`config.mk`:
```
export PLATFORM = sky130hd
export DESIGN_NAME = bmh_ctrl
export DESIGN_NICKNAME = d
export VERILOG_FILES = /design/src/rtl/core/bmh_pkg.sv /design/src/rtl/core/bmh_ctrl.sv
export SDC_FILE = /design/constraint.sdc
export NUM_CORES = 1
export LEC_CHECK = 0
export ABC_CLOCK_PERIOD_IN_PS = 1900
export BUFFER_PORTS_ARGS = -buffer_cell sky130_fd_sc_hd__buf_2
export CORE_MARGIN = 2
export CORE_UTILIZATION = 40
export CTS_CLUSTER_DIAMETER = 60
export DETAILED_ROUTE_END_ITERATION = 16
export PLACE_DENSITY_LB_ADDON = 0.08
export SYNTH_ARGS = -nofsm -noshare
export SYNTH_HDL_FRONTEND = slang
export SYNTH_SLANG_ARGS = --single-unit
```
`constraint.sdc`:
```
create_clock -name clk -period 1.9 [get_ports clk]
set_input_delay 0 -clock clk [delete_from_list [all_inputs] [get_ports clk]]
set_output_delay 0 -clock clk [all_outputs]
set_load 0.005 [all_outputs]
```
`src/rtl/core/bmh_pkg.sv`:
```
// Shared types and constants for the binary max-heap priority queue.
// Holds the request, result and heap entry structs and the controller to datapath codes.
// No dependencies.
package bmh_pkg;

    localparam int CAPACITY_DEFAULT = 1024;
    localparam int KEY_W            = 32;
    localparam int TAG_W            = 16;
    localparam int OCC_W            = 11;
    localparam int STATUS_W         = 2;

    localparam logic CMD_INSERT  = 1'b0;
    localparam logic CMD_EXTRACT = 1'b1;

    localparam logic [STATUS_W-1:0] ST_INSERTED  = 2'd0;
    localparam logic [STATUS_W-1:0] ST_FULL      = 2'd1;
    localparam logic [STATUS_W-1:0] ST_EXTRACTED = 2'd2;
    localparam logic [STATUS_W-1:0] ST_EMPTY     = 2'd3;

    typedef struct packed {
        logic             command;
        logic [KEY_W-1:0] key_in;
        logic [TAG_W-1:0] tag_in;
    } req_t;

    typedef struct packed {
        logic [STATUS_W-1:0] status;
        logic [KEY_W-1:0]    key_out;
        logic [TAG_W-1:0]    tag_out;
        logic [OCC_W-1:0]    occupancy;
    } rsp_t;

    typedef struct packed {
        logic [KEY_W-1:0] key;
        logic [TAG_W-1:0] tag;
    } entry_t;

    typedef enum logic [3:0] {
        OP_IDLE,
        OP_LOAD,
        OP_FIN_FULL,
        OP_FIN_EMPTY,
        OP_UP_READ,
        OP_UP_MOVE,
        OP_UP_PLACE,
        OP_ROOT_READ,
        OP_ROOT_TAKE,
        OP_DN_READ,
        OP_DN_MOVE,
        OP_DN_PLACE
    } dp_op_t;

    typedef struct packed {
        dp_op_t op;
    } ctl_t;

    typedef struct packed {
        logic extract_req;
        logic full;
        logic empty;
        logic at_top;
        logic up_swap;
        logic has_child;
        logic dn_swap;
    } sts_t;

endpackage

```
`src/rtl/core/bmh_ctrl.sv`:
```
// Controller of the heap: one-hot state machine that sequences loading, sift-up and sift-down.
// Drives operation codes to bmh_datapath and reads its status. Depends on bmh_pkg.
module bmh_ctrl (
    input  logic          clk,
    input  logic          rst_n,
    input  logic          start,
    input  bmh_pkg::sts_t sts,
    output bmh_pkg::ctl_t ctl,
    output logic          busy
);
    import bmh_pkg::*;

    typedef enum logic [6:0] {
        S_IDLE      = 7'b0000001,
        S_DISPATCH  = 7'b0000010,
        S_UP_TEST   = 7'b0000100,
        S_UP_STEP   = 7'b0001000,
        S_ROOT_TAKE = 7'b0010000,
        S_DN_TEST   = 7'b0100000,
        S_DN_STEP   = 7'b1000000
    } state_t;

    state_t state_reg;
    state_t state_next;

    always_comb
    begin
        state_next = state_reg;
        ctl.op     = OP_IDLE;
        case (state_reg)
            S_IDLE:
            begin
                if (start)
                begin
                    ctl.op     = OP_LOAD;
                    state_next = S_DISPATCH;
                end
            end
            S_DISPATCH:
            begin
                if (sts.extract_req)
                begin
                    if (sts.empty)
                    begin
                        ctl.op     = OP_FIN_EMPTY;
                        state_next = S_IDLE;
                    end
                    else
                    begin
                        ctl.op     = OP_ROOT_READ;
                        state_next = S_ROOT_TAKE;
                    end
                end
                else if (sts.full)
                begin
                    ctl.op     = OP_FIN_FULL;
                    state_next = S_IDLE;
                end
                else
                begin
                    state_next = S_UP_TEST;
                end
            end
            S_UP_TEST:
            begin
                if (sts.at_top)
                begin
                    ctl.op     = OP_UP_PLACE;
                    state_next = S_IDLE;
                end
                else
                begin
                    ctl.op     = OP_UP_READ;
                    state_next = S_UP_STEP;
                end
            end
            S_UP_STEP:
            begin
                if (sts.up_swap)
                begin
                    ctl.op     = OP_UP_MOVE;
                    state_next = S_UP_TEST;
                end
                else
                begin
                    ctl.op     = OP_UP_PLACE;
                    state_next = S_IDLE;
                end
            end
            S_ROOT_TAKE:
            begin
                ctl.op     = OP_ROOT_TAKE;
                state_next = S_DN_TEST;
            end
            S_DN_TEST:
            begin
                if (sts.has_child)
                begin
                    ctl.op     = OP_DN_READ;
                    state_next = S_DN_STEP;
                end
                else
                begin
                    ctl.op     = OP_DN_PLACE;
                    state_next = S_IDLE;
                end
            end
            S_DN_STEP:
            begin
                if (sts.dn_swap)
                begin
                    ctl.op     = OP_DN_MOVE;
                    state_next = S_DN_TEST;
                end
                else
                begin
                    ctl.op     = OP_DN_PLACE;
                    state_next = S_IDLE;
                end
            end
            default:
            begin
                state_next = S_IDLE;
            end
        endcase
    end

    always_ff @(posedge clk or negedge rst_n)
    begin
        if (!rst_n)
        begin
            state_reg <= S_IDLE;
        end
        else
        begin
            state_reg <= state_next;
        end
    end

    assign busy = state_reg != S_IDLE;

endmodule
```
* Word level (Yosys, flattened, before mapping)
Index checks and enable logic that the tools add are counted.
Storage, ports and cells: input bits 10, logic and storage cells 28, register bits 7, output and inout port bits 5
Cells by class: equality and inequality tests 9, mux-type cells 18
Operators with widths (number):
- $pmux 7 s7 | 1
- $pmux 4 s7 | 1
- $mux 7 | 3
- $mux 3 | 3
- $mux 2 | 4
- $mux 4 | 2
- $eq 7x1->1 const B | 1
- $eq 7x2->1 const B | 1
- $eq 7x3->1 const B | 1
- $eq 7x4->1 const B | 1
- $eq 7x5->1 const B | 1
- $eq 7x6->1 const B | 1
- $eq 7x7->1 const B | 1
- $ne 7x1->1 const B | 1
- $mux 6 | 1
- $mux 5 | 1
- $mux 1 | 2
- $ne 2x2->1 const B | 1

* Depth between registers and ports, before layout
Gate-level depths: netlist of run 1.
depth in word-level cells 3, depth in mapped cells 5, mapped depth without buffers 4

* Least setup slack after synthesis of run 1
OpenSTA, ideal clock, no wires.
path kind register to register, from register state_reg[2], to register state_reg[0], arrival time 1359 ps, path slack 456 ps, library setup time 84 ps, cell stages (with the launch flop) 5, buffers on the path 1, data required time 1816 ps, path through dfrtp_1 > buf_6 > or4_4 > or3_1 > o2111ai_1
Between the ends: cells in the longest elaborated chain, start to end 2, elaborated cells between the ends (all ways) 9, classes of those cells 8 x eq/ne; 1 x mux
RTL lines:
- start, declared | RTL line bmh_ctrl.sv:23 | state_t state_reg;
- start signal, assigned | RTL line bmh_ctrl.sv:136 | state_reg <= state_next;
- $eq 7x7->1, or another cell as far along | RTL line bmh_ctrl.sv:30 | case (state_reg)
- $pmux 7 s7 / $ne 2x2->1 (equally long branches)
Parallel ways exist; a longest one is shown, timed or not. A chain may end at the register's enable or synchronous reset.

==> flow_summary.json, run 1 <==
{
  "outcome": "completed",
  "die_w_microns": 40.7,
  "drtIter0Drc": 16,
  "grt_pass1_wl_microns": 2070,
  "finalCritPeriodShare": 0.931,
  "cts-root-buf": "clkbuf_4",
  "h-tree-depth": 1,
  "critPathMaxFanout": 9,
  "max_slew_margin": 0.687,
  "period_minus_slack_ns": 1.77,
  "fin_ws_ns": 0.132,
  "p_sw_uw": 232,
  "clockPowerShare": 0.237,
  "antenna_found_initial": 0,
  "rows": 13,
  "gr-usage-met1": 0.283,
  "ios": 15,
  "diodes": 0,
  "place_hpwl_microns": 989,
  "seqCellArea_sq_um": 176,
  "grt_use_met3": 0,
  "synthFlopType": "dfrtp_1",
  "pwr-share-seq": 0.355,
  "fin_tns_setup_ns": 0,
  "drive_gt1_frac": 0.309,
  "clk_pin_slew_ns": 0.06,
  "dieArea_sq_um": 1650,
  "start_util": 0.419,
  "grt_max_degree": 12,
  "power_density_nw_per_um2": 911,
  "synth_cell_type_count": 35,
  "largest_reg_flops": 7,
  "placedCellCount": 87,
  "area_growth_pct": 27.4,
  "post_drt_via_cell_ratio": 5.45,
  "grt_pass1_vias": 483,
  "multi_input_area_sq_um": 329,
  "cts-buffers-inserted": 3,
  "slew_viol_final": 0,
  "grt.overflow.total": 0,
  "ir_drop_v": 0.000429,
  "clockBufferDepth": 2,
  "met2_usage": 0.278,
  "synth_edf_count": 0,
  "crit_arrival_ns": 1.77,
  "grt_setup_unrepaired": "false",
  "tightest_slew_ns": 0.466,
  "synthArstFlopShare": 1.00,
  "pre_cts_ws_ns": 0.389,
  "grt_busiest_layer": "met1",
  "wl_microns": 1280,
  "routed-via-count": 523,
  "cts_tree": "yes",
  "synth-seq-area-share": 0.328,
  "finClkSkew_ns": 0.00621,
  "hold_viol_final": 0,
  "hp-class": "input pin to flop",
  "place.gp.congestion": 0.765,
  "grt_use_total": 0.190,
  "drc": 0,
  "dr.pass1.iters": 4,
  "instances_no_fill": 96,
  "synth_area_sq_um": 538,
  "fillCellCount": 111,
  "power_frac_comb": 0.408,
  "ys_warn_count": 0,
  "power.internal_uw": 392,
  "start_kind": "flop",
  "setup_viol": 0,
  "coreArea_sq_um": 1280,
  "cts_setup_buffers": 0,
  "p_sw_frac": 0.372,
  "clock-sinks": 7,
  "clk_latency_ns": 0.27,
  "fp.dieH_microns": 40.7,
  "ys_ff_latch": 7,
  "max_freq_ghz": 0.566,
  "wl_per_cell_microns": 13.3,
  "final_nets": 92,
  "end_kind": "primary output",
  "power_leakage_nw": 0.333,
  "crit_required_ns": 1.90,
  "synth.avg_cell_area_sq_um": 8.82,
  "portBuffers": 14,
  "netlist_instances": 61,
  "detail-route-antenna-nets": 0,
  "syn-num-nets": 71,
  "crit_type": "flop to primary output",
  "drv_cap": 0
}
==> worst max-delay path, stage by stage, from the launching register on <==
cell     delay (ns)
dfrtp_1        0.48
nor4_1         0.46
nor2b_1        0.25
o21ai_0        0.11
nand4_1        0.10
buf_2          0.11
==> what timing repair did <==
| action | in CTS | in global routing |
|---|---|---|
| endpoints found under the setup margin | 0 | 1 |
| resized for setup | 0 | 1 |
| hold buffers | 5 | 0 |
| endpoints found under the hold margin | 10 | 0 |
==> power groups by stage <==
stage               Combinational, mW  Clock [mW]  Sequential (mW)
floorplan                       0.177           0            0.205
global placement                0.242           0            0.222
detailed placement              0.240           0            0.221
CTS                             0.251       0.143            0.219
global route                    0.284       0.154            0.225
finish                          0.255       0.148            0.222
==> cells by family after synthesis <==
family                    after synthesis  synth area share
and+or+nand+nor                        32             0.379
xor gates and xnor gates                2            0.0326
DFF                                     7             0.328
muxes                                   1            0.0209
buffers and inverters                   6            0.0721
AOI/OAI and AO/OA                      13             0.167
==> final cells by class <==
cell class	instances	area share
sequential	7	0.257
multi-input combinational	48	0.480
timing repair buffer	20	0.186
clock buffer	4	0.0383
tap	15	0.0274
inverter	2	0.0109
==> cell usage in the layout (no fill, tap or decap), types with 3 or more instances in the layout <==
| master | netlist | final |
|---|---|---|
| dlygate4sd3_1 | 0 | 5 |
| nand2_1 | 6 | 6 |
| nor2_1 | 3 | 3 |
| buf_2 | 1 | 14 |
| o21ai_0 | 4 | 4 |
| clkbuf_4 | 0 | 3 |
| nor3b_1 | 3 | 3 |
| or3_1 | 3 | 3 |
| dfrtp_1 | 6 | 6 |
==> synth_stat cells (2+ instances only) <==
cell / count / share of area
nor2_1: 3 / 0.021
nor4b_1: 2 / 0.033
xor2_1: 2 / 0.033
or3_1: 3 / 0.035
o21ai_0: 4 / 0.037
nor2b_1: 2 / 0.023
nand3_1: 2 / 0.019
nor3b_1: 3 / 0.042
nand3b_1: 2 / 0.028
nand2_1: 6 / 0.042
buf_4: 2 / 0.028
dfrtp_1: 6 / 0.28
inv_1: 2 / 0.014
==> stage by stage <==
| stage | power, mW | util | instance area [sq um] | hold WS [ns] |
|---|---|---|---|---|
| 6_report | 0.625 | 0.534 | 686 | 0.0129 |
| 5_1_grt | 0.663 | 0.534 | 686 | 0.0414 |
| 4_1_cts | 0.612 | 0.529 | 679 | 0.0227 |
| 3_5_place_dp | 0.461 | 0.469 | 603 | -0.150 |
| 3_3_place_gp | 0.464 | 0.469 | 603 | -0.151 |
| 2_1_floorplan | 0.382 | - | 538 | -0.296 |
==> metal layers <==
metal	routed length, microns	vias up
li1	-	264
met1	661	240
met2	547	16
met3	50	3
met4	19	0
met5	0	-
==> path summary, 6_finish.rpt <==
path | from | end | slack [ns] | cells after the start
worst max-delay path | state_reg[2] | ctl[0] | 0.13 | 5
worst min-delay path | sts[4] | state_reg[4] | 0.01 | 3
worst max register to register | state_reg[5] | state_reg[0] | 0.39 | 3
worst min register to register | state_reg[0] | state_reg[5] | 0.65 | 1
max in group asynchronous | rst_n | state_reg[0] | 1.57 | 2
min in group asynchronous | rst_n | state_reg[4] | 0.09 | 2
(Power assumes the default switching activity.)
==> run 2, diff against run 1 <==
CORE_AREA = 2 2 39 41   (was default)
CORE_MARGIN = default   (was 2)
CORE_UTILIZATION = default   (was 40)
DIE_AREA = 0 0 41 43   (was default)
==> run 2 against run 1 <==
  * Sequential power hardly changed
  * Sequential cell count stayed put
  * Core utilization is 3.8 points lower
  * First-iteration DRC count is 19% higher
  * Critical path depth stayed put
  * Final cell count stayed put
  * Final area stayed put
  * Global-route usage is 1.2 points lower
  * Highest routed layer unchanged
==> flow_summary.json, run 2 (synthesis gave the netlist of run 1 again) <==
{
  "outcome": "completed",
  "crit_end": "ctl[0]",
  "setup_viol": 0,
  "wl_microns": 1290,
  "r2r_cells": 3,
  "tightest_slew_ns": 0.492,
  "cpLargestDelayFamily": "simple AND/OR/NAND/NOR gates",
  "rows": 14,
  "grt_setup_unrepaired": "false",
  "cts-buffers-inserted": 3,
  "layout_commonest_cell": "buf_2",
  "post_drt_via_cell_ratio": 5.61,
  "dr.pass1.iters": 4,
  "dieArea_sq_um": 1760,
  "final_nets": 91,
  "cts-root-buf": "clkbuf_4",
  "finalCritPeriodShare": 0.923,
  "drc": 0,
  "worst-r2r-setup-slack_ns": 0.35,
  "final_area_sq_um": 686,
  "fp.dieH_microns": 43,
  "ir_drop_v": 0.000503,
  "grt.overflow.total": 0,
  "start_kind": "flop",
  "drive_gt1_frac": 0.300,
  "crit_required_ns": 1.90,
  "max_stage_delay_ns": 0.47,
  "fin_hold_ws_ns": 0.00648,
  "gr-usage-met1": 0.242,
  "place.gp.congestion": 0.826,
  "grt_busiest_layer": "met2",
  "power_leakage_nw": 0.332,
  "max_slew_margin": 0.668,
  "hold_viol_final": 0,
  "crit_type": "flop to primary output",
  "fin_tns_setup_ns": 0,
  "met2_usage": 0.244,
  "h-tree-depth": 1,
  "path_depth": 5,
  "reg2reg_from": "state_reg[5]",
  "diodes": 0,
  "slew_viol_final": 0,
  "crit_arrival_ns": 1.75,
  "grt_use_total": 0.178,
  "period_minus_slack_ns": 1.75,
  "max_freq_ghz": 0.570,
  "worst-path-buf-inv": 1,
  "coreArea_sq_um": 1380,
  "multi_input_area_sq_um": 335,
  "finClkSkew_ns": 0.00358,
  "grt_max_degree": 12,
  "clockBufferDepth": 2,
  "area_growth_pct": 27.4,
  "cts_tree": "yes",
  "portBuffers": 14,
  "fillCellCount": 144,
  "drv_cap": 0,
  "clk_latency_ns": 0.26,
  "seqCellArea_sq_um": 176,
  "end_kind": "primary output",
  "timing.rr.end": "state_reg[0]",
  "wl_per_cell_microns": 13.4,
  "path_cells": "nor3_4 > nand2_1 > or3_1 > nand4_1 > buf_2",
  "fin_total_pwr_uw": 617,
  "grt_pass1_vias": 501,
  "drtIter0Drc": 19,
  "start_util": 0.389,
  "grt_use_met3": 0.0471,
  "power_density_nw_per_um2": 900,
  "place_hpwl_microns": 928,
  "largest_reg_flops": 7,
  "critPathSlowestCell": "dfrtp_1",
  "detail-route-antenna-nets": 0,
  "postPlaceCellArea_sq_um": 597,
  "ios": 15,
  "routed-via-count": 539,
  "hp-class": "input pin to flop",
  "final_cell_mix": "buf_2, nand2_1, dfrtp_1, dlygate4sd3_1, o21ai_0",
  "clock-sinks": 7,
  "critPathMaxFanout": 8,
  "crit_start": "state_reg[5]",
  "clk_pin_slew_ns": 0.05,
  "cts_setup_buffers": 0,
  "die_w_microns": 41,
  "grt_pass1_wl_microns": 2080,
  "antenna_found_initial": 0
}
[run 2: changes by cell type in the layout (fill, tap and decap cells not counted)]
cell / before / now
nor4b_2: 2 / 1
nor4_1: 1 / 0
nor3_2: 1 / 0
nor4_2: 0 / 1
buf_4: 1 / 0
nor4b_1: 1 / 2
nor3_4: 0 / 1
[run 2: area by class of cell]
type | count | area share
Multi-Input combinational cell | 48 | 0.489
Clock buffer | 4 | 0.0383
Tap cell | 16 | 0.0292
Timing Repair Buffer | 19 | 0.175
Sequential cell | 7 | 0.257
Inverter | 2 | 0.0109
[run 2: what timing repair did]
item / 4_1_cts / 5_1_grt
endpoints found under the hold margin: 10 / 0
setup endpoints to repair: 0 / 2
resized for setup: 0 / 2
hold buffers: 5 / 0
[run 2: per-layer routing]
layer	routed length, microns	share of wire
met2	574	0.45
met4	29	0.023
met3	89	0.069
met5	0	0
met1	592	0.46
[run 2: metrics by stage]
step                setup WS [ns]  utilization  std cells
floorplan                   0.456            -         61
global placement            0.310        0.431         87
detailed placement          0.360        0.431         87
CTS                        0.0718        0.486         96
global route               0.0157        0.495         96
finish                      0.147        0.495         96
[run 2: worst min path at each step]
stage               startpoint           end  cells past startpoint
floorplan                rst_n  state_reg[1]                      0
global placement         rst_n  state_reg[1]                      1
global route             start  state_reg[1]                      3
finish                  sts[4]  state_reg[4]                      3
CTS                     sts[4]  state_reg[4]                      3
detailed placement       rst_n  state_reg[1]                      1
[run 2: report_power, final]
group | total, mW | switching [mW] | internal [mW]
combinational | 0.253 | 0.123 | 0.130
sequential | 0.223 | 0.0431 | 0.180
clock | 0.141 | 0.0608 | 0.0805
[run 2: worst reg2reg max path, cell delays in order, from the launching register on]
cell and delay [ns]:
dfrtp_1 0.47, or4_4 0.55, or3_1 0.36, o2111ai_1 0.09
==> run 3, diff against run 2 <==
ABC_CLOCK_PERIOD_IN_PS = 1600   (was 1900)
RECOVER_POWER = 50   (was default)
clock period = 1.6 ns   (was 1.9 ns; I/O delays follow)
==> run 3 against run 2 <==
  * Global-route usage rose by 2.1 points
  * Highest routed layer unchanged
  * Critical endpoint unchanged
  * Core utilization up 8.7 points
  * Critical path type unchanged
  * Sequential power increased by 24%
  * Combinational power up 79%
  * The flow now finishes with violations (setup timing)
  * Final cell count up 10%
==> flow_summary.json, run 3 (synthesis gave the netlist of run 1 again) <==
{
  "outcome": "complete, but fails checks",
  "failed_checks": "setup timing",
  "placedCellCount": 91,
  "fillCellCount": 138,
  "slew_viol_final": 0,
  "die_w_microns": 41,
  "instances_no_fill": 106,
  "drtIter0Drc": 11,
  "grt_use_total": 0.198,
  "ir_drop_v": 0.000493,
  "crit_required_ns": 1.60,
  "final_cell_mix": "buf_2, buf_4, dlygate4sd3_1, dfrtp_2, nand2_1",
  "crit_type": "flop to primary output",
  "grt_use_met3": 0.0314,
  "clk_latency_ns": 0.27,
  "grt.overflow.total": 0,
  "detail-route-antenna-nets": 0,
  "finalCritPeriodShare": 1.02,
  "power_density_nw_per_um2": 1120,
  "dr.pass1.iters": 4,
  "wl_microns": 1490,
  "fin_total_pwr_uw": 902,
  "drive_gt1_frac": 0.478,
  "hold_viol_final": 0,
  "fp.dieH_microns": 43,
  "end_kind": "primary output",
  "grt_max_degree": 12,
  "tightest_slew_ns": 0.418,
  "grt_busiest_layer": "met1",
  "start_kind": "flop",
  "place.gp.congestion": 0.728,
  "grt_pass1_vias": 538,
  "setup_viol": 2,
  "ios": 15,
  "fin_tns_setup_ns": -0.0285,
  "routed-via-count": 569,
  "hp-class": "input pin to flop",
  "antenna_found_initial": 0,
  "clk_pin_slew_ns": 0.06,
  "clock-sinks": 7,
  "place_hpwl_microns": 977,
  "wl_per_cell_microns": 14.0,
  "drv_cap": 0,
  "crit_arrival_ns": 1.63,
  "gr-usage-met1": 0.283,
  "cts-root-buf": "clkbuf_4",
  "grt_pass1_wl_microns": 2260,
  "largest_reg_flops": 7,
  "finClkSkew_ns": 0.0123,
  "fin_ws_ns": -0.0274,
  "multi_input_area_sq_um": 372,
  "clockBufferDepth": 2,
  "diodes": 0,
  "area_growth_pct": 49.8,
  "met2_usage": 0.259,
  "rows": 14,
  "start_util": 0.389,
  "cts_tree": "yes",
  "final_util": 0.582,
  "period_minus_slack_ns": 1.63,
  "grt_setup_unrepaired": "true",
  "drc": 0,
  "fin_hold_ws_ns": 0.0256,
  "power_leakage_nw": 0.383,
  "coreArea_sq_um": 1380,
  "h-tree-depth": 1,
  "critPathMaxFanout": 8,
  "seqCellArea_sq_um": 184,
  "cts-buffers-inserted": 3,
  "portBuffers": 14,
  "max_slew_margin": 0.721,
  "dieArea_sq_um": 1760,
  "layout_commonest_cell": "buf_2",
  "final_nets": 101,
  "post_drt_via_cell_ratio": 5.37,
  "max_freq_ghz": 0.614
}
[run 3: final cells by class]
class	instances	share of cell area
flip-flops and latches	7	0.228
well taps	16	0.0248
inverters	2	0.00932
clock buffers	4	0.0326
multi-input cells	48	0.461
repair buffers	29	0.244
[run 3: report_power, final]
part           internal (mW)  switching, mW  leakage (nW)  total (mW)
registers              0.216         0.0591        0.0835       0.276
logic                  0.272          0.182         0.285       0.454
clock network         0.0960         0.0766        0.0150       0.173
[run 3: worst max-delay path: stages, from the launching register on]
cell	delay (ns)
dfrtp_2	0.47
nor3_4	0.22
nand2_2	0.08
or3_1	0.37
nand4_1	0.10
buf_2	0.12
[run 3: per-layer routing]
metal / wire (microns) / vias to the layer above
li1: - / 283
met1: 680 / 262
met2: 703 / 19
met3: 59 / 5
met4: 46 / 0
met5: 0 / -
[run 3: worst paths after layout]
kind                                     end          from  cells past startpoint  slack, ns
worst min register to register  state_reg[5]  state_reg[1]                      2       0.62
max in group asynchronous       state_reg[3]         rst_n                      2       1.10
worst max register to register  state_reg[0]  state_reg[5]                      3       0.07
worst min-delay path            state_reg[1]         start                      3       0.03
min in group asynchronous       state_reg[4]         rst_n                      2       0.17
worst max-delay path                  ctl[0]  state_reg[5]                      5      -0.03
[run 3: repair_timing]
item                                    4_1_cts  5_1_grt
pin swaps                                     2        1
hold buffers                                  6        0
endpoints found under the setup margin        1        3
endpoints found under the hold margin        11        0
setup buffers                                 2        3
gates resized for setup                       6       10
[run 3: metrics by stage]
| step | area [sq um] | setup WS, ns |
|---|---|---|
| global route | 806 | -0.118 |
| floorplan | 538 | 0.156 |
| global placement | 627 | 0.140 |
| CTS | 742 | 0.00171 |
| finish | 806 | -0.0274 |
| detailed placement | 627 | 0.104 |
